## config.mk

```make
export PLATFORM = sky130hd
export DESIGN_NAME = pbsl_ram
export DESIGN_NICKNAME = d
export VERILOG_FILES = /design/src/pbsl_ram.sv
export SDC_FILE = /design/constraint.sdc
export NUM_CORES = 1
export LEC_CHECK = 0
export ABC_CLOCK_PERIOD_IN_PS = 2600
export BUFFER_PORTS_ARGS = -buffer_cell sky130_fd_sc_hd__buf_2
export CAP_MARGIN = 20
export CORE_ASPECT_RATIO = 1.25
export CORE_MARGIN = 8
export CORE_UTILIZATION = 65
export DETAILED_ROUTE_END_ITERATION = 8
export PLACE_DENSITY_LB_ADDON = 0.08
export SYNTH_ARGS = -nofsm -noshare
export SYNTH_HDL_FRONTEND = slang
export SYNTH_SLANG_ARGS = --single-unit
```

## constraint.sdc

```tcl
create_clock -name clk_i -period 2.6 [get_ports clk_i]
set_input_delay 0.26 -clock clk_i [delete_from_list [all_inputs] [get_ports clk_i]]
set_output_delay 0.26 -clock clk_i [all_outputs]
set_load 0.02 [all_outputs]
```

## src/pbsl_ram.sv

```systemverilog
// generic single-write, single-read ram with registered read data
module pbsl_ram #(
  parameter int Width = 8,
  parameter int Depth = 16,
  localparam int AddrW = (Depth > 1) ? $clog2(Depth) : 1
) (
  input  logic             clk_i,
  input  logic             we_i,
  input  logic [AddrW-1:0] waddr_i,
  input  logic [Width-1:0] wdata_i,
  input  logic             re_i,
  input  logic [AddrW-1:0] raddr_i,
  output logic [Width-1:0] rdata_o
);

  logic [Width-1:0] mem_q [Depth];
  logic [Width-1:0] rdata_q;

  always_ff @(posedge clk_i) begin
    if (we_i) begin
      mem_q[waddr_i] <= wdata_i;
    end
    if (re_i) begin
      rdata_q <= mem_q[raddr_i];
    end
  end

  assign rdata_o = rdata_q;

endmodule

```

==> results.md, run 1 <==
| Metric | Value | Unit |
| --- | --- | --- |
| Pin count of the biggest net entering global routing | 33 | - |
| Global-route wire length before repair | 15200 | um |
| Path type of the worst setup path | reg2reg | - |
| Std-Cell Rows | 36 | - |
| Post-DR wirelength/cell | 25.6 | um |
| Final nets | 302 | - |
| Most used standard cells in the synthesized netlist | edfxtp_1, mux4_2, a22oi_1 | - |
| Clock sink count | 136 | - |
| Share of layout cells above drive strength 1 | 28.2 | % |
| Time the final worst path needs with I/O delays and setup | 1.56 | ns |
| Reg-to-reg startpoint | mem_q[10][1] | - |
| Maximum single-stage delay on the critical path | 0.50 | ns |
| Beginning of the worst hold path | re_i | - |
| P_leak | 0.00205 | uW |
| Cell Pwr Density | 766 | nW/um^2 |
| Clock-pin slew on the worst setup and hold paths | 0.05 | ns |
| Critical Path Slowest Stage Cell | mux4_1 | - |
| Largest area contributor in the synthesized netlist | edfxtp_1 | - |
| DP Wirelength | 6170 | um |
| Dominant register cell in the synthesized netlist | edfxtp_1 | - |
| Endpoints failing setup | 0 | - |
| Area delta synth->final | 15.2 | % |
| Die span in y | 116 | um |
| Root cell of the clock tree | clkbuf_8 | - |
| Post-Syn Area per Cell | 22.8 | um^2 |
| Number of primary I/O pins | 27 | - |
| Pins Over Slew Limit | 0 | - |
| Number of antenna violations at the first check in global routing | 0 | - |
| Deepest clock path buffer count | 2 | - |
| CTS Hold Buffers Added | 0 | - |
| Number of warnings printed during yosys synthesis | 0 | - |
| Transition at the pin with the smallest max-transition slack | 0.839 | ns |
| Period Utilization, post-route | 60.0 | % |
| Required time worst endpoint | 2.85 | ns |
| Synth Register Bits | 136 | - |
| Die width | 96.2 | um |
| Proportion of synthesized chip area in sequential cells | 78.1 | % |
| First-pass iteration count of the detailed router | 4 | - |
| Kind of cell adding the most delay to the critical path | multiplexers | - |
| Multi-input combinational cell area | 1060 | um^2 |
| Count of endpoints failing hold in the final timing report | 0 | - |
| Met3 Track Usage GR | 7.33 | % |
| Final Skew | 0.00764 | ns |
| Cell types occupying the most area after synthesis | edfxtp_1, mux4_2, mux4_1 | - |
| Cells along the critical path | mux4_1, a22oi_1, nand2_1 | - |
| Count of vias placed by the detailed router | 2498 | - |
| Yosys top cell area share | 78.1 | % |
| Fill cells | 430 | - |
| Nature of the critical path endpoint | flip-flop | - |
| Count of buffers inserted at the top-level ports | 26 | - |
| Global Route Usage Sum | 20.2 | % |
| Final antenna diode count | 0 | - |
| Run status | finished clean | - |
| Routed wire length | 9950 | um |
| Worst supply voltage drop on vdd | 692 | uV |
| Number of different library cells in the post-synthesis netlist | 18 | - |
| Post-cts resize count | 0 | - |
| Final GP Congestion | 0.761 | - |
| Post-Synthesis Cell Area | 5230 | um^2 |
| Antenna viol nets, final | 0 | - |
| Worst slew margin relative to its limit | 43.8 | % |
| Final global-route overflow total | 0 | - |
| GR peak layer | met2 | - |
| Worst Path Buf+Inv | 0 | - |
| Worst hold slack across all endpoints | 0.128 | ns |
| Accumulated negative setup slack | 0 | ns |
| Count of maximum capacitance violations | 0 | - |
| Nets in the synthesized netlist | 248 | - |
| Number of enable-type register cells in the synthesized netlist | 136 | - |
| Leading cell type by number of instances after synthesis | edfxtp_1 | - |
| Number of levels the H-tree was split into | 4 | - |
| Met2 Resource Use GR | 30.6 | % |
| Initial DRC Count | 303 | - |
| Crit start category | flip-flop | - |
| Effective utilization at floorplan | 67.1 | % |
| Placeable core region | 7790 | um^2 |
| Setup repair after global routing missed its margin | false | - |
| Die ar. | 11200 | um^2 |
| Synthesized netlist cell count | 229 | - |
| Number of global-route vias before repair | 2617 | - |
| Timing-limited maximum frequency | 641 | MHz |
| Data arrival time of the worst path | 1.81 | ns |
| Crit. Startpoint | mem_q[10][1] | - |
| DRC violation count after routing | 0 | - |
| Via density per instance | 6.42 | - |
| Worst hold-check path type | in2reg | - |
| Clock insertion delay at the later pin of the skew report | 0.52 | ns |
| TritonCTS clock tree | done | - |
| Max FO, Critical Path | 1 | - |
| Global-route met1 utilization | 25.7 | % |
| Storage cell area | 4080 | um^2 |
| Post-CTS Repair Setup Buffers | 0 | - |
| Post-synth ARST share | 0 | % |
| Num CTS Buffers | 17 | - |
-- registers in the layout (all words and copies together), names as in the netlist --
signal,count
mem_q,128
rdata_o,8
-- metal layers --
layer,routed length (um),vias up
met5,0,-
met4,168,0
met3,764,16
met2,5100,108
met1,3920,1288
li1,-,1086
-- power by group --
part	internal, uW	switching (uW)
clock	1130	766
sequential	2470	13.3
combinational	95.8	140
-- path summary, 6_finish.rpt --
path / depth (start not counted) / end / slack (ns)
min reg2reg: 3 / rdata_o[2] / 0.75
max reg2reg: 3 / rdata_o[1] / 1.04
max: 3 / rdata_o[1] / 1.04
min: 1 / rdata_o[6] / 0.13
-- through the flow --
stage | instance area [um^2] | instances | util (%) | worst slack [ns] | power (uW)
final | 6020 | 389 | 77.3 | 1.04 | 4620
after global routing | 6020 | 389 | 77.3 | 1.00 | 4760
after detailed placement | 5560 | 359 | 71.3 | 0.663 | 2770
after global placement | 5560 | 359 | 71.3 | 0.700 | 2760
after floorplan | 5230 | 229 | - | 0.847 | 2660
after CTS | 6020 | 389 | 77.3 | 1.02 | 4640
-- final cells by class --
type,count,area share (%)
well taps,95,1.97
flip-flops and latches,136,67.8
clock inverters,9,0.602
multi-input cells,83,17.6
repair buffers,45,4.94
clock buffers,21,7.13
-- cells by family after synthesis --
logic type,after synthesis,share of synthesized area (%)
mux,32,14.8
compound gates,16,2.30
flops,136,78.1
simple gates,35,3.14
buf+inv,10,1.65
-- placed cells by master (no fill, tap or decap) --
master and instances:
edfxtp_1 136, buf_2 26, mux4_2 18, buf_4 17, a22oi_1 16, clkbuf_16 16
mux4_1 14, nor2_1 13, nand2_1 9, clkinv_1 7, nor3_1 4, clkbuf_1 4
nand3b_1 2, nand2b_1 2, clkinv_2 2, buf_12 2, nor2b_1 1, and2_1 1
and2b_1 1, nand3_1 1, or3b_2 1, clkbuf_8 1
No activity file was read; power rests on OpenSTA's default activity.
==> run 2, diff against run 1 <==
--- a/config.mk
+++ b/config.mk
@@ -5,12 +5,13 @@
 export SDC_FILE = /design/constraint.sdc
 export NUM_CORES = 1
 export LEC_CHECK = 0
-export ABC_CLOCK_PERIOD_IN_PS = 2600
+export ABC_AREA = 1
+export ABC_CLOCK_PERIOD_IN_PS = 1500
 export BUFFER_PORTS_ARGS = -buffer_cell sky130_fd_sc_hd__buf_2
 export CAP_MARGIN = 20
 export CORE_ASPECT_RATIO = 1.25
 export CORE_MARGIN = 8
-export CORE_UTILIZATION = 65
+export CORE_UTILIZATION = 61
 export DETAILED_ROUTE_END_ITERATION = 8
 export PLACE_DENSITY_LB_ADDON = 0.08
 export SYNTH_ARGS = -nofsm -noshare
==> constraint.sdc (replaced) <==
create_clock -name clk_i -period 1.5 [get_ports clk_i]
set_input_delay 0.15 -clock clk_i [delete_from_list [all_inputs] [get_ports clk_i]]
set_output_delay 0.15 -clock clk_i [all_outputs]
set_load 0.02 [all_outputs]
==> run 2 against run 1 <==
  * Worst setup slack worse by 0.72 ns
  * Largest cell class unchanged
  * Clock power up 120%
  * Total power up 97%
  * Sequential share of layout area down 7.6 points
  * Largest power group unchanged
  * First-iteration DRC count up 8.9%
  * Global-route usage about the same
  * Critical endpoint is now rdata_o[3]
  * Non-clock buffer count up 4
  * Sequential cell count unchanged
  * Register-to-register slack worse by 0.71 ns
  * Synthesized cell count up 140%
  * Final area up 13%
  * Worst hold slack worse by 0.013 ns
==> results.md, run 2 <==
| Metric | Value | Unit | Delta |
| --- | --- | --- | --- |
| Run status | finished clean | - |  |
| TritonCTS clock tree | done | - |  |
| Maximum single-stage delay on the critical path | 0.43 | ns | -0.07 ns |
| Die span in y | 125 | um | +7.9% |
| Highest-count cells in the layout ignoring fill and taps | nand2_1, edfxtp_1, inv_1 | - |  |
| Post-cts resize count | 0 | - | unchanged |
| Worst supply voltage drop on vdd | 1040 | uV | +50% |
| First-pass iteration count of the detailed router | 5 | - | +1 |
| Pins Over Slew Limit | 0 | - | unchanged |
| Count of buffers inserted at the top-level ports | 26 | - | unchanged |
| Root cell of the clock tree | clkbuf_16 | - |  |
| Proportion of synthesized chip area in sequential cells | 69.8 | % | -8.3 points |
| Post-Syn Area per Cell | 10.6 | um^2 | -54% |
| Global-route wire length before repair | 19900 | um | +31% |
| Worst Path Buf+Inv | 1 | - | +1 |
| Routed wire length | 12500 | um | +25% |
| Yosys top cell area share | 69.8 | % | -8.3 points |
| Setup repair after global routing missed its margin | false | - |  |
| Max FO, Critical Path | 1 | - | unchanged |
| Cell types occupying the most area after synthesis | edfxtp_1, nand2_1, nand3_1 | - |  |
| Final Skew | 0.00461 | ns | -0.00303 ns |
| Worst hold-check path type | in2reg | - |  |
| Most flops, register | mem_q | - |  |
| Count of vias placed by the detailed router | 3843 | - | +54% |
| CTS Hold Buffers Added | 0 | - | unchanged |
| Timing-limited maximum frequency | 850 | MHz |  |
| Number of antenna violations at the first check in global routing | 0 | - | unchanged |
| Final nets | 614 | - | +100% |
| Endpoints failing setup | 0 | - | unchanged |
| Largest register FFs | 128 | - | unchanged |
| Cell Pwr Density | 1340 | nW/um^2 | +75% |
| Num CTS Buffers | 17 | - | unchanged |
| Accumulated negative setup slack | 0 | ns | unchanged |
| Area delta synth->final | 16.0 | % |  |
| Leading cell type by number of instances after synthesis | nand2_1 | - |  |
| Nets in the synthesized netlist | 570 | - | +130% |
| Number of enable-type register cells in the synthesized netlist | 136 | - | unchanged |
| Initial DRC Count | 330 | - | +8.9% |
| Post-DR wirelength/cell | 17.0 | um | -33% |
| Std-Cell Rows | 40 | - | +11% |
| Die width | 104 | um | +7.6% |
| Critical Path Slowest Stage Cell | edfxtp_1 | - |  |
| Clock insertion delay at the later pin of the skew report | 0.41 | ns | -0.11 ns |
| Placeable core region | 9460 | um^2 | +21% |
| Clock sink count | 136 | - | unchanged |
| Final global-route overflow total | 0 | - | unchanged |
| Most common cell after layout, fill and taps aside | nand2_1 | - |  |
| Worst slew margin relative to its limit | 59.1 | % | +15 points |
| Path type of the worst setup path | reg2out | - |  |
| Crit start category | flip-flop | - |  |
| Data arrival time of the worst path | 1.03 | ns | -0.78 ns |
| Count of maximum capacitance violations | 0 | - | unchanged |
| Antenna viol nets, final | 0 | - | unchanged |
| Die ar. | 13000 | um^2 | +16% |
| Placement Cell Area | 6180 | um^2 | +11% |
| Number of levels the H-tree was split into | 4 | - | unchanged |
| Count of endpoints failing hold in the final timing report | 0 | - | unchanged |
| Number of different library cells in the post-synthesis netlist | 11 | - | -7 |
| Dominant register cell in the synthesized netlist | edfxtp_1 | - |  |
| Time the final worst path needs with I/O delays and setup | 1.18 | ns |  |
| Synth Register Bits | 136 | - | unchanged |
| Period Utilization, post-route | 78.5 | % |  |
| Final GP Congestion | 0.835 | - | +9.6% |
| Global Route Usage Sum | 20.2 | % | -0.023 points |
| Most used standard cells in the synthesized netlist | nand2_1, edfxtp_1, inv_1 | - |  |
| Nature of the critical path endpoint | primary output | - |  |
| DRC violation count after routing | 0 | - | unchanged |
| P_leak | 0.00296 | uW | +45% |
| Deepest clock path buffer count | 2 | - | unchanged |
| Share of layout cells above drive strength 1 | 13.3 | % | -15 points |
| Final antenna diode count | 0 | - | unchanged |
| Kind of cell adding the most delay to the critical path | flip-flops | - |  |
| Synthesized netlist cell count | 551 | - | +140% |
| Number of global-route vias before repair | 3685 | - | +41% |
| Pin count of the biggest net entering global routing | 37 | - | +12% |
| Required time worst endpoint | 1.35 | ns | -1.50 ns |
| Fill cells | 667 | - | +55% |
| Largest area contributor in the synthesized netlist | edfxtp_1 | - |  |
| Transition at the pin with the smallest max-transition slack | 0.613 | ns | -0.227 ns |
| Post-synth ARST share | 0 | % | unchanged |
| Post-CTS Repair Setup Buffers | 0 | - | unchanged |
| DP Wirelength | 7600 | um | +23% |
| Number of warnings printed during yosys synthesis | 0 | - | unchanged |
| Fin area | 6790 | um^2 | +13% |
| Cells along the critical path | buf_2 | - |  |
| Post-Synthesis Cell Area | 5850 | um^2 | +12% |
| Via density per instance | 5.24 | - | -18% |
| Number of primary I/O pins | 27 | - | unchanged |
| Clock-pin slew on the worst setup and hold paths | 0.06 | ns | about the same |
| Effective utilization at floorplan | 61.8 | % | -5.3 points |
## run 2: changes by cell type after synthesis, sizes merged, moves of 2 or more
cell,delta
nor2,+4
nand2b,-2
nand3,+96
buf,+17
clkdlybuf4s25,-3
mux4,-32
a22oi,-16
nand2,+164
nor3,-4
inv,+102
## run 2: power breakdown
group	switching [uW]	internal, uW	total [uW]
Sequential	22.0	4280	4300
Combinational	380	158	539
Clock	1500	2750	4250
## run 2: cells by family (layout without fill, tap and decap cells)
| group | after synthesis | in the layout | share of synthesized area [%] |
|---|---|---|---|
| buffers and inverters | 126 | 182 | 9.39 |
| flip-flops | 136 | 136 | 69.8 |
| AND/OR/NAND/NOR | 289 | 289 | 20.8 |
## run 2: layout make-up
class	count	area (um^2)	share of cell area, %
tap	126	158	2.32
timing repair buffer	49	340	5.02
multi-input combinational	289	1210	17.9
clock buffer	17	425	6.27
sequential	136	4080	60.2
inverter	102	383	5.64
clock inverter	14	181	2.67
## run 2: worst paths after layout
path                      from    endpoint  slack (ns)  cells past startpoint
setup / recovery    rdata_o[3]  rdata_o[3]        0.32                      1
hold / removal            re_i  rdata_o[3]        0.12                      1
setup reg to reg   mem_q[8][4]  rdata_o[4]        0.33                      6
hold reg to reg   mem_q[12][1]  rdata_o[1]        0.77                      6
## run 2: per-layer routing
| metal | GRT usage, % | share of wire (%) | vias up |
|---|---|---|---|
| met4 | 9.79 | 2.9 | 0 |
| met3 | 5.19 | 6.3 | 25 |
| met1 | 26.1 | 43 | 1814 |
| met5 | 0 | 0 | - |
| met2 | 31.1 | 48 | 136 |
| li1 | - | - | 1868 |
## run 2: per-stage QoR
step	power, uW	hold slack [ns]	utilization, %	worst slack [ns]	cells
floorplan	4700	0.249	-	0.399	551
global placement	4910	0.535	65.3	0.0977	702
detailed placement	4920	0.537	65.3	0.0996	702
CTS	9150	0.104	71.7	0.286	733
global route	9350	0.101	71.7	0.222	733
finish	9100	0.115	71.7	0.323	733
==> run 3, diff against run 2 <==
--- a/config.mk
+++ b/config.mk
@@ -6,7 +6,7 @@
 export NUM_CORES = 1
 export LEC_CHECK = 0
 export ABC_AREA = 1
-export ABC_CLOCK_PERIOD_IN_PS = 1500
+export ABC_CLOCK_PERIOD_IN_PS = 1190
 export BUFFER_PORTS_ARGS = -buffer_cell sky130_fd_sc_hd__buf_2
 export CAP_MARGIN = 20
 export CORE_ASPECT_RATIO = 1.25
==> constraint.sdc (replaced) <==
create_clock -name clk_i -period 1.19 [get_ports clk_i]
set_input_delay 0.119 -clock clk_i [delete_from_list [all_inputs] [get_ports clk_i]]
set_output_delay 0.119 -clock clk_i [all_outputs]
set_load 0.02 [all_outputs]
==> run 3 against run 2 <==
  * Die area did not move
  * Largest power group unchanged
  * Worst hold slack worse by 0.024 ns
  * Total power grew 24%
  * Critical path depth did not move
  * Non-clock buffer count grew 6
  * Clock power up 21%
==> results.md, run 3 (same netlist as run 2, synthesis figures left out) <==
| Metric | Value | Unit | Delta |
| --- | --- | --- | --- |
| Run status | finished clean | - |  |
| Fill cells | 676 | - | +1.3% |
| Final global-route overflow total | 0 | - | unchanged |
| Path type of the worst setup path | reg2out | - |  |
| Placeable core region | 9460 | um^2 | unchanged |
| Final nets | 620 | - | +0.98% |
| Number of levels the H-tree was split into | 4 | - | unchanged |
| Worst hold slack across all endpoints | 0.0906 | ns | -0.0245 ns |
| Required time worst endpoint | 1.07 | ns | -0.28 ns |
| Worst Path Buf+Inv | 1 | - | unchanged |
| Endpoints failing setup | 0 | - | unchanged |
| Count of maximum capacitance violations | 0 | - | unchanged |
| P_leak | 0.00299 | uW | +1.1% |
| Pins Over Slew Limit | 0 | - | unchanged |
| Crit start category | flip-flop | - |  |
| Num CTS Buffers | 17 | - | unchanged |
| Cells along the critical path | buf_2 | - |  |
| Count of buffers inserted at the top-level ports | 26 | - | unchanged |
| Share of layout cells above drive strength 1 | 15.5 | % | +2.1 points |
| Root cell of the clock tree | clkbuf_16 | - |  |
| Clock sink count | 136 | - | unchanged |
| DP Cell Count | 708 | - | +0.85% |
| Clock insertion delay at the later pin of the skew report | 0.42 | ns | about the same |
| Routed wire length | 13100 | um | +5.3% |
| Timing-limited maximum frequency | 862 | MHz |  |
| Multi-input combinational cell area | 1260 | um^2 | +4.1% |
| Area delta synth->final | 17.3 | % |  |
| Time the final worst path needs with I/O delays and setup | 1.16 | ns |  |
| Worst slew margin relative to its limit | 61.3 | % | +2.2 points |
| Period Utilization, post-route | 97.5 | % |  |
| Transition at the pin with the smallest max-transition slack | 0.579 | ns | -0.0337 ns |
| Via density per instance | 5.31 | - | +1.3% |
| Maximum single-stage delay on the critical path | 0.44 | ns | about the same |
| Largest register FFs | 128 | - | unchanged |
| Post-DR wirelength/cell | 17.8 | um | +4.3% |
| DP Wirelength | 8220 | um | +8.2% |
| DRC violation count after routing | 0 | - | unchanged |
| Crit. Startpoint | rdata_o[3] | - |  |
| Kind of cell adding the most delay to the critical path | flip-flops | - |  |
| Storage cell area | 4080 | um^2 | unchanged |
| Initial DRC Count | 340 | - | +3.0% |
| Final GP Congestion | 0.845 | - | +1.2% |
| Deepest clock path buffer count | 2 | - | unchanged |
| Final antenna diode count | 0 | - | unchanged |
| Effective utilization at floorplan | 61.8 | % | unchanged |
| Beginning of the worst hold path | re_i | - |  |
| Die width | 104 | um | unchanged |
| Worst supply voltage drop on vdd | 1220 | uV | +18% |
| Global Route Usage Sum | 21.1 | % | +0.88 points |
| Number of global-route vias before repair | 3961 | - | +7.5% |
| Post-CTS Repair Setup Buffers | 0 | - | unchanged |
| Most flops, register | mem_q | - |  |
| Number of primary I/O pins | 27 | - | unchanged |
| Final instance count without filler cells | 740 | - | +0.95% |
| Std-Cell Rows | 40 | - | unchanged |
| Count of endpoints failing hold in the final timing report | 0 | - | unchanged |
| Die span in y | 125 | um | unchanged |
| Global-route wire length before repair | 21100 | um | +5.7% |
| Max FO, Critical Path | 1 | - | unchanged |
| Count of vias placed by the detailed router | 3931 | - | +2.3% |
| Data arrival time of the worst path | 1.04 | ns | about the same |
| Number of antenna violations at the first check in global routing | 0 | - | unchanged |
| R2r setup slk | 0.04 | ns | -0.29 ns |
| CTS Hold Buffers Added | 0 | - | unchanged |
| Nature of the critical path endpoint | primary output | - |  |
| Reg-to-reg startpoint | mem_q[9][4] | - |  |
| TritonCTS clock tree | done | - |  |
| Worst hold-check path type | in2reg | - |  |
| Cell Pwr Density | 1650 | nW/um^2 | +23% |
| Clock-pin slew on the worst setup and hold paths | 0.06 | ns | about the same |
| Critical Path Slowest Stage Cell | edfxtp_1 | - |  |
| Most common cell after layout, fill and taps aside | nand2_1 | - |  |
| First-pass iteration count of the detailed router | 5 | - | unchanged |
| Highest-count cells in the layout ignoring fill and taps | nand2_1, edfxtp_1, inv_1 | - |  |
| Die ar. | 13000 | um^2 | unchanged |
| Final Skew | 0.00739 | ns | +0.00278 ns |
| Antenna viol nets, final | 0 | - | unchanged |
| Pin count of the biggest net entering global routing | 43 | - | +16% |
==> run 3: cell types whose count changed in the layout (fill, tap and decap cells not counted), sizes merged <==
cell      change
clkinv        +2
clkinvlp      +1
bufinv        -1
buf           +6
inv           -1
==> run 3: where the power goes <==
part           internal [uW]  switching (uW)
Combinational            219             500
Sequential              5400            32.6
Clock                   3250            1900
==> run 3: final cells by class <==
cell class / count / share of cell area, %
repair buffers: 55 / 5.62
inverters: 102 / 5.58
clock inverters: 15 / 2.33
clock buffers: 17 / 6.20
multi-input cells: 289 / 18.4
flip-flops and latches: 136 / 59.5
well taps: 126 / 2.30
==> run 3: routing by layer <==
layer  track usage, %  vias to the layer above  share of wire, %
met5                0                        -                 0
met4             7.89                        0               2.2
met3             5.29                       29               5.8
met2             34.2                      148                49
met1             26.7                     1871                42
li1                 -                     1883                 -
==> run 3: timing repair <==
action / CTS / global route
hold endpoints to repair: 0 / 0
endpoints found under the setup margin: 0 / 7
resized for setup: 0 / 10
==> run 3: final timing paths <==
check | endpoint | cells after the start
max | rdata_o[3] | 1
min | rdata_o[6] | 1
max reg2reg | rdata_o[4] | 6
min reg2reg | rdata_o[3] | 6
==> run 3: stage by stage <==
stage / setup WS [ns] / power [uW] / utilization (%) / TNS, ns / instance area (um^2)
final: 0.0299 / 11300 / 72.5 / 0 / 6860
after global routing: -0.00748 / 11600 / 72.5 / -0.0208 / 6860
after CTS: 0.00616 / 11300 / 72.0 / 0 / 6810
after detailed placement: -0.144 / 6220 / 65.8 / -0.911 / 6220
after global placement: -0.118 / 6210 / 65.8 / -0.744 / 6220
after floorplan: 0.120 / 5930 / - / 0 / 5850
